===== src/hdl/usc_pkg.sv =====
// ----------------------------------------------------------------------------
// usc_pkg
// Shared types and constants for the unix seconds to calendar converter.
// ----------------------------------------------------------------------------
package usc_pkg;

    localparam logic [16:0] SEC_PER_DAY  = 17'd86400;
    localparam logic [11:0] SEC_PER_HOUR = 12'd3600;
    localparam logic [5:0]  SEC_PER_MIN  = 6'd60;

    // reciprocals for the pre-shifted divisors 675, 225 and 15
    localparam logic [25:0] DAY_RECIP  = 26'd50903317;
    localparam logic [13:0] HOUR_RECIP = 14'd9321;
    localparam logic [10:0] MIN_RECIP  = 11'd1093;

    localparam logic [11:0] EPOCH_YEAR     = 12'd1970;
    localparam logic [1:0]  EPOCH_MOD4     = 2'd2;
    localparam logic [6:0]  EPOCH_MOD100   = 7'd70;
    localparam logic [8:0]  EPOCH_MOD400   = 9'd370;
    localparam logic [8:0]  DAYS_LEAP      = 9'd366;
    localparam logic [8:0]  DAYS_COMMON    = 9'd365;
    localparam logic [4:0]  FEB_LEAP_DAYS  = 5'd29;
    localparam logic [3:0]  MONTH_FEB      = 4'd1;
    localparam logic [3:0]  MONTH_DEC      = 4'd11;
    localparam logic [3:0]  MONTH_COUNT    = 4'd12;

    localparam logic [4:0] MONTH_LEN [12] = '{
        5'd31, 5'd28, 5'd31, 5'd30, 5'd31, 5'd30,
        5'd31, 5'd31, 5'd30, 5'd31, 5'd30, 5'd31
    };

    typedef struct packed {
        logic load_in;
        logic div_day;
        logic rem_day;
        logic div_hour;
        logic rem_hour;
        logic div_min;
        logic rem_min;
        logic year_step;
        logic month_step;
        logic load_out;
    } cmd_t;

    typedef struct packed {
        logic year_done;
        logic month_done;
    } status_t;

    typedef struct packed {
        logic [4:0]  day_of_month;
        logic [3:0]  month;
        logic [11:0] year;
        logic [2:0]  weekday;
        logic [4:0]  hour;
        logic [5:0]  minute;
        logic [5:0]  second;
    } result_t;

endpackage


===== src/hdl/unix_seconds_to_calendar.sv =====
// sequence: load, then divide and remainder for days, hours and minutes, then the
//   year walk and the month walk, before the result loads
// throughput: one word at a time; the next word is taken in the cycle after the result loads
// the finished result waits in an output register without blocking input
// reset: aresetn synchronous active low, clears the controller and output valid
// ----------------------------------------------------------------------------
// unix_seconds_to_calendar
// Converts unix seconds to second, minute, hour, weekday, year, month, day.
// ----------------------------------------------------------------------------
module unix_seconds_to_calendar (
    input  logic        aclk,
    input  logic        aresetn,
    input  logic        s_tvalid,
    output logic        s_tready,
    input  logic [31:0] s_tdata,   // unix_seconds[31:0]
    output logic        m_tvalid,
    input  logic        m_tready,
    // second[5:0], minute[11:6], hour[16:12], weekday[19:17], year[31:20],
    // month[35:32], day_of_month[40:36], zero[47:41]
    output logic [47:0] m_tdata
);

    usc_pkg::cmd_t    cmd;
    usc_pkg::status_t status;
    usc_pkg::result_t result;

    usc_ctrl u_ctrl (
        .aclk     (aclk),
        .aresetn  (aresetn),
        .s_tvalid (s_tvalid),
        .s_tready (s_tready),
        .m_tvalid (m_tvalid),
        .m_tready (m_tready),
        .status   (status),
        .cmd      (cmd)
    );

    usc_dpath u_dpath (
        .aclk         (aclk),
        .unix_seconds (s_tdata),
        .cmd          (cmd),
        .status       (status),
        .result       (result)
    );

    assign m_tdata = {7'b0, result};

endmodule


===== src/hdl/usc_dpath.sv =====
// ----------------------------------------------------------------------------
// usc_dpath
// Datapath: reciprocal-multiply dividers, year and month walkers, result word.
// ----------------------------------------------------------------------------
module usc_dpath (
    input  logic              aclk,
    input  logic [31:0]       unix_seconds,
    input  usc_pkg::cmd_t     cmd,
    output usc_pkg::status_t  status,
    output usc_pkg::result_t  result
);

    logic [31:0] t_reg, t_next;
    logic [15:0] day_reg, day_next;
    logic [16:0] sod_reg, sod_next;
    logic [11:0] soh_reg, soh_next;
    logic [5:0]  min_reg, min_next;
    logic [5:0]  sec_reg, sec_next;
    logic [11:0] year_reg, year_next;
    logic [1:0]  y4_reg, y4_next;
    logic [6:0]  y100_reg, y100_next;
    logic [8:0]  y400_reg, y400_next;
    logic [3:0]  mon_reg, mon_next;
    logic [4:0]  hour_reg, hour_next;
    logic [2:0]  wd_reg, wd_next;
    usc_pkg::result_t res_reg, res_next;

    logic [50:0] day_prod;
    logic [31:0] day_secs;
    logic [31:0] sod_full;
    logic [25:0] hour_prod;
    logic [16:0] hour_secs;
    logic [16:0] soh_full;
    logic [19:0] min_prod;
    logic [11:0] min_secs;
    logic [11:0] sec_full;
    logic        leap;
    logic [8:0]  ylen;
    logic [4:0]  mlen;

    // (days + 4) mod 7 + 1, octal digit folding since 8 is 1 mod 7
    function automatic logic [2:0] weekday_of(input logic [15:0] d);
        logic [5:0] s1;
        logic [3:0] s2;
        begin
            s1 = 6'({3'b0, d[2:0]}) + 6'({3'b0, d[5:3]}) + 6'({3'b0, d[8:6]})
               + 6'({3'b0, d[11:9]}) + 6'({3'b0, d[14:12]}) + 6'({5'b0, d[15]})
               + 6'd4;
            s2 = 4'({1'b0, s1[2:0]}) + 4'({1'b0, s1[5:3]});
            if (s2 >= 4'd7) begin
                s2 = s2 - 4'd7;
            end
            weekday_of = s2[2:0] + 3'd1;
        end
    endfunction

    // days = (t >> 7) / 675
    assign day_prod = 51'(t_reg[31:7]) * 51'(usc_pkg::DAY_RECIP);
    assign day_secs = 32'(day_reg) * 32'(usc_pkg::SEC_PER_DAY);
    assign sod_full = t_reg - day_secs;

    // hours = (sod >> 4) / 225
    assign hour_prod = 26'(sod_reg[16:4]) * 26'(usc_pkg::HOUR_RECIP);
    assign hour_secs = 17'(hour_reg) * 17'(usc_pkg::SEC_PER_HOUR);
    assign soh_full  = sod_reg - hour_secs;

    // minutes = (soh >> 2) / 15
    assign min_prod = 20'(soh_reg[11:2]) * 20'(usc_pkg::MIN_RECIP);
    assign min_secs = 12'(min_reg) * 12'(usc_pkg::SEC_PER_MIN);
    assign sec_full = soh_reg - min_secs;

    assign leap = (y4_reg == 2'd0) && ((y100_reg != 7'd0) || (y400_reg == 9'd0));
    assign ylen = leap ? usc_pkg::DAYS_LEAP : usc_pkg::DAYS_COMMON;

    always_comb begin
        if ((mon_reg == usc_pkg::MONTH_FEB) && leap) begin
            mlen = usc_pkg::FEB_LEAP_DAYS;
        end else if (mon_reg < usc_pkg::MONTH_COUNT) begin
            mlen = usc_pkg::MONTH_LEN[mon_reg];
        end else begin
            mlen = 5'd0;
        end
    end

    assign status.year_done  = (day_reg < {7'b0, ylen});
    assign status.month_done = (day_reg < {11'b0, mlen}) || (mon_reg == usc_pkg::MONTH_DEC);

    always_comb begin
        t_next    = t_reg;
        day_next  = day_reg;
        sod_next  = sod_reg;
        soh_next  = soh_reg;
        min_next  = min_reg;
        sec_next  = sec_reg;
        year_next = year_reg;
        y4_next   = y4_reg;
        y100_next = y100_reg;
        y400_next = y400_reg;
        mon_next  = mon_reg;
        hour_next = hour_reg;
        wd_next   = wd_reg;
        res_next  = res_reg;

        if (cmd.load_in) begin
            t_next = unix_seconds;
        end

        if (cmd.div_day) begin
            day_next = day_prod[50:35];
        end

        // seconds of day, weekday and walk start
        if (cmd.rem_day) begin
            sod_next  = sod_full[16:0];
            wd_next   = weekday_of(day_reg);
            year_next = usc_pkg::EPOCH_YEAR;
            y4_next   = usc_pkg::EPOCH_MOD4;
            y100_next = usc_pkg::EPOCH_MOD100;
            y400_next = usc_pkg::EPOCH_MOD400;
            mon_next  = 4'd0;
        end

        if (cmd.div_hour) begin
            hour_next = hour_prod[25:21];
        end

        if (cmd.rem_hour) begin
            soh_next = soh_full[11:0];
        end

        if (cmd.div_min) begin
            min_next = min_prod[19:14];
        end

        if (cmd.rem_min) begin
            sec_next = sec_full[5:0];
        end

        if (cmd.year_step) begin
            day_next  = day_reg - {7'b0, ylen};
            year_next = year_reg + 12'd1;
            y4_next   = y4_reg + 2'd1;
            y100_next = (y100_reg == 7'd99) ? 7'd0 : y100_reg + 7'd1;
            y400_next = (y400_reg == 9'd399) ? 9'd0 : y400_reg + 9'd1;
        end

        if (cmd.month_step) begin
            day_next = day_reg - {11'b0, mlen};
            mon_next = mon_reg + 4'd1;
        end

        if (cmd.load_out) begin
            res_next.second       = sec_reg;
            res_next.minute       = min_reg;
            res_next.hour         = hour_reg;
            res_next.weekday      = wd_reg;
            res_next.year         = year_reg;
            res_next.month        = mon_reg;
            res_next.day_of_month = day_reg[4:0] + 5'd1;
        end
    end

    always_ff @(posedge aclk) begin
        t_reg    <= t_next;
        day_reg  <= day_next;
        sod_reg  <= sod_next;
        soh_reg  <= soh_next;
        min_reg  <= min_next;
        sec_reg  <= sec_next;
        year_reg <= year_next;
        y4_reg   <= y4_next;
        y100_reg <= y100_next;
        y400_reg <= y400_next;
        mon_reg  <= mon_next;
        hour_reg <= hour_next;
        wd_reg   <= wd_next;
        res_reg  <= res_next;
    end

    assign result = res_reg;

endmodule


===== src/hdl/usc_ctrl.sv =====
// ----------------------------------------------------------------------------
// usc_ctrl
// Controller: sequences the divider, year walk and month walk per word.
// ----------------------------------------------------------------------------
module usc_ctrl (
    input  logic              aclk,
    input  logic              aresetn,
    input  logic              s_tvalid,
    output logic              s_tready,
    output logic              m_tvalid,
    input  logic              m_tready,
    input  usc_pkg::status_t  status,
    output usc_pkg::cmd_t     cmd
);

    localparam logic [3:0] ST_IDLE     = 4'd0;
    localparam logic [3:0] ST_DIV_DAY  = 4'd1;
    localparam logic [3:0] ST_REM_DAY  = 4'd2;
    localparam logic [3:0] ST_DIV_HOUR = 4'd3;
    localparam logic [3:0] ST_REM_HOUR = 4'd4;
    localparam logic [3:0] ST_DIV_MIN  = 4'd5;
    localparam logic [3:0] ST_REM_MIN  = 4'd6;
    localparam logic [3:0] ST_YEAR     = 4'd7;
    localparam logic [3:0] ST_MONTH    = 4'd8;

    logic [3:0] state_reg, state_next;
    logic       valid_reg, valid_next;
    logic       out_free;

    assign out_free = !valid_reg || m_tready;

    always_comb begin
        state_next = state_reg;
        cmd        = '0;

        unique case (state_reg)
            ST_IDLE: begin
                if (s_tvalid) begin
                    cmd.load_in = 1'b1;
                    state_next  = ST_DIV_DAY;
                end
            end
            ST_DIV_DAY: begin
                cmd.div_day = 1'b1;
                state_next  = ST_REM_DAY;
            end
            ST_REM_DAY: begin
                cmd.rem_day = 1'b1;
                state_next  = ST_DIV_HOUR;
            end
            ST_DIV_HOUR: begin
                cmd.div_hour = 1'b1;
                state_next   = ST_REM_HOUR;
            end
            ST_REM_HOUR: begin
                cmd.rem_hour = 1'b1;
                state_next   = ST_DIV_MIN;
            end
            ST_DIV_MIN: begin
                cmd.div_min = 1'b1;
                state_next  = ST_REM_MIN;
            end
            ST_REM_MIN: begin
                cmd.rem_min = 1'b1;
                state_next  = ST_YEAR;
            end
            ST_YEAR: begin
                if (status.year_done) begin
                    state_next = ST_MONTH;
                end else begin
                    cmd.year_step = 1'b1;
                end
            end
            ST_MONTH: begin
                if (!status.month_done) begin
                    cmd.month_step = 1'b1;
                end else if (out_free) begin
                    cmd.load_out = 1'b1;
                    state_next   = ST_IDLE;
                end
            end
            default: begin
                state_next = ST_IDLE;
            end
        endcase
    end

    always_comb begin
        if (cmd.load_out) begin
            valid_next = 1'b1;
        end else if (m_tready) begin
            valid_next = 1'b0;
        end else begin
            valid_next = valid_reg;
        end
    end

    always_ff @(posedge aclk) begin
        if (!aresetn) begin
            state_reg <= ST_IDLE;
            valid_reg <= 1'b0;
        end else begin
            state_reg <= state_next;
            valid_reg <= valid_next;
        end
    end

    assign s_tready = (state_reg == ST_IDLE);
    assign m_tvalid = valid_reg;

endmodule


===== config.mk =====
export PLATFORM = sky130hd
export DESIGN_NAME = unix_seconds_to_calendar
export DESIGN_NICKNAME = d
export VERILOG_FILES = /design/src/hdl/usc_pkg.sv /design/src/hdl/unix_seconds_to_calendar.sv /design/src/hdl/usc_dpath.sv /design/src/hdl/usc_ctrl.sv
export SDC_FILE = /design/constraint.sdc
export NUM_CORES = 1
export LEC_CHECK = 0
export BUFFER_PORTS_ARGS = -buffer_cell sky130_fd_sc_hd__buf_2
export CORE_MARGIN = 2
export CORE_UTILIZATION = 40
export CTS_CLUSTER_DIAMETER = 30
export DETAILED_ROUTE_END_ITERATION = 8
export HOLD_SLACK_MARGIN = 0.1
export SLEW_MARGIN = 20
export SYNTH_ARGS = -nofsm -noshare
export SYNTH_HDL_FRONTEND = slang
export SYNTH_SLANG_ARGS = --single-unit

===== constraint.sdc =====
create_clock -name aclk -period 12 [get_ports aclk]
set_input_delay 0.6 -clock aclk [delete_from_list [all_inputs] [get_ports aclk]]
set_output_delay 0.6 -clock aclk [all_outputs]
set_load 0.02 [all_outputs]

==> impl_results.md, run 1 <==
* GPL Wtd Cong at 0.901
* Netlist cell types at 74
* Busiest layer in global routing: met2
* Warnings, synthesis at 0
* Routing usage on met3 at 2.71%
* Clock Tree Root: clkbuf_16
* Tightest Pin Transition at 1080 ps
* First-pass GRT wire length at 82700 um
* Multiplexer share of the synthesized area at 0.189%
* Number of diodes at 0
* Crit path kind: reg2reg
* Synth Area in XOR/XNOR at 3.73%
* Drt first-iter violations at 833
* Post-route ant nets at 0
* Area growth, synth to finish at 8.50%
* GRT met1 Usage at 23.6%
* Critical path fanouts, max at 12
* Final WL at 50700 um
* Slew Limit Fails at 0
* Main combinational cell family by area after synthesis: adder cells
* Adder-cell share of the synthesized area at 48.3%
* CP endpoint kind: register
* Die width at 242 um
* CTS buffer count at 17
* FF+latch count, synth at 177
* Crit path time final at 7200 ps
* Routed via count at 14900
* GRT Total Usage at 18.1%
* Final Hold Viols at 0
* Vias in the first global route at 15700
* Unrepaired setup endpoints after global routing: false
* Postcts setup bufs at 0
* Buffers added on ports at 78
* Post-synthesis cell area at 22600 um2
* Met2 Usage GRT at 30.8%
* Maximum root-to-sink buffer count at 2
* Largest net degree at the start of global routing at 42
* Routed WL per cell at 17.0 um
* Syn Inst Count at 2144
* Synth async-reset ratio at 0%
* Top FF cell, synth: edfxtp_1
* Die ar. at 58300 um2
* Clock Latency Late Sink at 500 ps
* # fillers at 5357
* Initial antenna violation count at 0
* Synth Area in Simple Gates at 6.38%
* Critical Path Source Type: register
* Clk_skew at 26.7 ps
* Compound-Gate Fraction of Synth Area at 8.67%
* Final setup vio count at 0
* PostCTS Resize Cnt at 0
* Register-to-Register Path Depth at 22
* Worst Hold Depth at 1
* DP Wirelength at 42400 um
* Rel. slew slack at 27.8%
* Avg Inst Size Synth at 10.5 um2
* CTS tree: done
* DRC at 0
* Hold-fix buffers at CTS at 0
* Worst-path clk slew at 100 ps
* Htree depth at 4
* Nets@finish at 2988
* Vias per cell at 4.98
* Status: finished clean
* Worst Path Required at 12270 ps
* Max FFs per register at 41
* Clock sink total at 177
* Seq/Total Area, Yosys at 23.3%
* First-pass iteration count of the detailed router at 5
* CP arrival at 7470 ps
* Fin crit share at 60.0%
* Number of synthesized flops with an enable pin at 172
* Core Footprint at 56100 um2
* Total gr overflow at 0
* Hold/Removal Path Class: in2reg
* Share of cells above drive strength 1 at 5.95%
* Max Fclk at 139 MHz
* Cell Rows at 87
* Setup TNS at 0 ps
* # Max-Cap Violations at 0
* Starting density of the core at 40.3%
* Die height at 242 um
* Top-Level Pins at 86
-- synthesized netlist by cell type (all sizes together) (4+ instances only) --
cell type	count	area share, %
nor2b	15	0.42
nand4	17	0.47
o21a	12	0.40
a21o	33	1.1
inv	525	8.7
o22ai	7	0.19
nor3	23	0.51
and2	7	0.19
nand2	59	1.0
fa	237	21
a31oi	9	0.25
o2111ai	4	0.16
a221o	5	0.22
nand3	32	0.73
xnor2	66	2.6
o21bai	13	0.43
o221ai	4	0.16
xor2	30	1.2
nor4	11	0.37
o21ai	67	1.6
nand2b	19	0.53
a211oi	4	0.13
clkbuf	13	0.22
nand3b	5	0.17
nor2	63	1.1
a21oi	87	1.9
and3	19	0.53
o211ai	9	0.30
a21boi	7	0.23
dfxtp	5	0.44
buf	15	0.40
ha	492	27
edfxtp	172	23
-- cells in the final DEF, fill, tap and decap left out, types with 15 or more instances in the layout --
cell type	n
a21o_1	33
a21oi_1	87
and3_1	19
buf_2	78
clkbuf_16	17
edfxtp_1	172
fa_1	237
ha_1	492
inv_1	525
nand2_1	58
nand2b_1	19
nand3_1	31
nand4_1	17
nor2_1	62
nor2b_1	15
nor3_1	21
o21ai_0	62
xnor2_1	66
xor2_1	30
-- routing by layer --
layer / part of all wire (%) / wire [um] / vias up
met5: 0 / 0 / -
met4: 2.4 / 1200 / 0
met3: 3.1 / 1580 / 57
met2: 48 / 24500 / 259
met1: 46 / 23400 / 7293
li1: - / - / 7292
-- worst max-delay path, cell delays in order, from the launching register on --
cell,delay [ps]
edfxtp_1,760
inv_1,180
ha_1,380
inv_1,90
fa_1,460
ha_1,290
inv_1,50
fa_1,490
inv_1,50
fa_1,480
fa_1,550
inv_1,60
fa_1,530
inv_1,40
ha_1,330
nand4_1,140
nor4_1,570
o2111ai_1,410
nand3_1,260
a21oi_1,140
o221ai_1,280
nor4_1,90
a311oi_1,310
-- path summary, 6_finish.rpt --
kind,from,endpoint,slack [ps]
worst max-delay path,u_dpath.t_reg[12],u_dpath.day_reg[14],4800
worst min-delay path,s_tdata[22],u_dpath.t_reg[22],270
worst max register to register,u_dpath.t_reg[12],u_dpath.day_reg[14],4800
worst min register to register,u_dpath.soh_reg[0],u_dpath.sec_reg[0],420
-- kinds of logic (layout without fill, tap and decap cells) --
group / count (synthesis) / count (layout)
adders and majority gates: 729 / 729
buffers and inverters: 555 / 641
AOI/OAI and AO/OA: 300 / 300
and+or+nand+nor: 282 / 282
DFF: 177 / 177
xor gates and xnor gates: 96 / 96
muxes: 4 / 4
other: 1 / 7
-- cell type report --
class / instances / area [um2] / area share, %
multi-input combinational: 1418 / 15200 / 62.2
tap: 756 / 946 / 3.86
timing repair buffer: 82 / 424 / 1.73
clock inverter: 15 / 216 / 0.884
inverter: 527 / 1980 / 8.08
clock buffer: 17 / 425 / 1.74
sequential: 177 / 5270 / 21.5
-- per-stage QoR --
stage / hold WS [ps] / instances / util (%) / instance area [um2] / setup slack [ps]
after global placement: 403 / 2959 / 42.5 / 23800 / 4910
after global routing: 245 / 2992 / 43.7 / 24500 / 4540
after floorplan: 400 / 2150 / - / 22600 / 5810
after CTS: 230 / 2991 / 43.6 / 24500 / 4800
after detailed placement: 405 / 2959 / 42.5 / 23800 / 4850
final: 268 / 2992 / 43.7 / 24500 / 4800
Power of run 1 is left out: the tool's default activity adds up to more than one toggle a clock period on the data nets, which glitch-free logic cannot reach.
==> inputs of run 2 (changes only) <==
ABC_AREA = 1   (was not set)
clock period = 7 ns   (was 12 ns; I/O delays follow)
==> run 2 against run 1 <==
Die area rose by 9.5%. Via count rose by 20%. Final cell count rose by 28%. Clock skew rose by 10 ps. Critical path depth fell by 1. Critical path type unchanged. Largest cell class unchanged. Clock-buffer cell count did not move. Setup slack got worse by 4100 ps. Sequential share of layout area fell by 2.0 points. Design area rose by 11%. Routed wire length rose by 12%. First-iteration DRC count rose by 25%. Highest routed layer unchanged.
==> impl_results.md, run 2 <==
* Final WL at 56900 um
* CTS tree: done
* Vias in the first global route at 18200
* Post-route ant nets at 0
* Post-synthesis cell area at 24800 um2
* Largest net degree at the start of global routing at 43
* First-pass iteration count of the detailed router at 6
* Number of synthesized flops with an enable pin at 172
* Most frequent cells in the layout: 793 x inv_1, 556 x nand2_1, 492 x ha_1
* R2r setup slk at 710 ps
* # fillers at 6052
* Synth cell count leaders: 793 x inv_1, 556 x nand2_1, 492 x ha_1, 237 x fa_1, 172 x edfxtp_1
* Crit path kind: reg2reg
* Postcts setup bufs at 0
* Final setup vio count at 0
* Most common cell in the netlist: inv_1
* Register-to-Register Path Depth at 21
* Initial antenna violation count at 1
* CP arrival at 6540 ps
* Critical path fanouts, max at 8
* Tightest Pin Transition at 860 ps
* RR Endpoint: u_dpath.day_reg[4]
* Syn Inst Count at 2886
* Largest area contributor in the netlist: ha_1
* Top delay family on crit path: adder cells
* Max Fclk at 159 MHz
* CP endpoint kind: register
* Maximum root-to-sink buffer count at 2
* Setup TNS at 0 ps
* Die width at 253 um
* CTS buffer count at 17
* Post-synth top area share at 24.9%
* DRC at 0
* Total gr overflow at 0
* First-pass GRT wire length at 93900 um
* CP Buf/Inv Count at 4
* Max FFs per register at 41
* Netlist cell types at 44
* Status: finished clean
* Buffers added on ports at 78
* # Max-Cap Violations at 0
* Hold Path End: u_ctrl.m_tvalid
* Die ar. at 63900 um2
* Avg Inst Size Synth at 8.58 um2
* Critical Path Source Type: register
* Share of cells above drive strength 1 at 5.19%
* Number of diodes at 0
* Worst path slowest cell: edfxtp_1
* Cell Rows at 91
* Vias per cell at 4.67
* Fin crit share at 89.8%
* Core Footprint at 61500 um2
* CP most frequent cell: fa_1
* Critical R2R Launch: u_dpath.t_reg[28]
* Crit path time final at 6290 ps
* Rel. slew slack at 42.2%
* Worst Path Required at 7250 ps
* Htree depth at 4
* Warnings, synthesis at 0
* Synth async-reset ratio at 0%
* Routed via count at 17800
* Die height at 253 um
* Clock sink total at 177
* Seq/Total Area, Yosys at 21.3%
* Clock Latency Late Sink at 520 ps
* Unrepaired setup endpoints after global routing: false
* Routed WL per cell at 14.9 um
* Critical-path cell list: fa_1 -> ha_1 -> inv_1 -> fa_1 -> fa_1 -> inv_1 -> fa_1 -> inv_1 -> fa_1 -> inv_1 -> fa_1 -> ha_1 -> nand2_1 -> nor2_1 -> nand2_1 -> nor3_1 -> nand4_1 -> nand4_1 -> nand3_1 -> nand2_1 -> nand2_1
* Dominant cells by area after synthesis: ha_1 25%, edfxtp_1 21%, fa_1 19%
* Clock Tree Root: clkbuf_16
* Critical Path Max Stage Delay at 690 ps
* Slew Limit Fails at 0
* Clk_skew at 37.0 ps
* Worst-path clk slew at 80 ps
* Drt first-iter violations at 1044
* Nets@finish at 3779
* Hold Worst Slack at 212 ps
* DP Wirelength at 48900 um
* GPL Wtd Cong at 0.937
* Hold/Removal Path Class: in2reg
* Area growth, synth to finish at 9.30%
* Worst Hold Depth at 4
* Hold_sp: m_tready
* Starting density of the core at 40.3%
* Commonest non-fill, non-tap cell in the layout: inv_1
* GRT Total Usage at 18.9%
* FF+latch count, synth at 177
* Final Hold Viols at 0
* Top FF cell, synth: edfxtp_1
* Top-Level Pins at 86
-- run 2: cell count changes after synthesis, sizes merged, moves of 13 or more --
cell,before,now
a21oi,87,106
a21o,33,7
inv,525,798
and3,19,1
nand4,17,30
nor2,63,172
nand2,59,560
xor2,30,53
nand3,32,88
nand2b,19,0
xnor2,66,34
o21ai,67,39
nor2b,15,0
-- run 2: worst max-delay path by stage --
stage,startpoint,end,slack [ps],cells after the start
floorplan,u_dpath.t_reg[30],u_dpath.day_reg[4],1460,21
finish,u_dpath.t_reg[28],u_dpath.day_reg[4],710,21
global placement,u_dpath.t_reg[29],u_dpath.day_reg[4],830,21
detailed placement,u_dpath.t_reg[28],u_dpath.day_reg[4],770,21
global route,u_dpath.t_reg[28],u_dpath.day_reg[4],390,21
CTS,u_dpath.t_reg[28],u_dpath.day_reg[4],750,21
-- run 2: metal layers --
layer	GRT usage, %	up-vias	share of wire, %
met5	0	-	0
met2	31.8	304	46
li1	-	9162	-
met3	3.30	56	4.5
met1	25.1	8321	47
met4	5.16	0	2.0
-- run 2: cell type report --
class / instances / area [um2] / area share [%]
clock inverters: 15 / 193 / 0.712
clock buffers: 17 / 425 / 1.57
well taps: 790 / 988 / 3.65
flip-flops and latches: 177 / 5270 / 19.5
repair buffers: 123 / 811 / 3.00
multi-input cells: 1897 / 16400 / 60.5
inverters: 798 / 3000 / 11.1
-- run 2: what timing repair did --
| action | CTS | global route |
|---|---|---|
| endpoints found under the setup margin | 0 | 0 |
| gates resized for setup | 0 | 0 |
| hold endpoints to repair | 33 | 0 |
| hold buffers | 33 | 0 |
-- run 2: kinds of logic after synthesis --
kind of cell | synth area share, %
compound gates | 3.79
xor+xnor | 3.08
fa+ha+maj | 44.0
buf+inv | 12.8
flops | 21.3
mux | 0.0455
other cells | 0.0151
simple gates | 15.0
-- run 2: through the flow --
stage / util, % / setup slack (ps) / instance area (um2) / cells
final: 44.0 / 713 / 27100 / 3817
after global routing: 44.0 / 392 / 27100 / 3817
after CTS: 44.0 / 751 / 27100 / 3817
after detailed placement: 42.5 / 772 / 26100 / 3752
after global placement: 42.5 / 828 / 26100 / 3752
after floorplan: - / 1460 / 24800 / 2892
-- run 2: worst reg2reg max path: stages (launching register included) --
cell	delay [ps]
edfxtp_1	690
fa_1	510
ha_1	280
inv_1	50
fa_1	500
fa_1	560
inv_1	60
fa_1	520
inv_1	50
fa_1	540
inv_1	60
fa_1	470
ha_1	320
nand2_1	100
nor2_1	300
nand2_1	180
nor3_1	260
nand4_1	190
nand4_1	140
nand3_1	120
nand2_1	90
nand2_1	50
Power of run 2 is left out for the same reason.
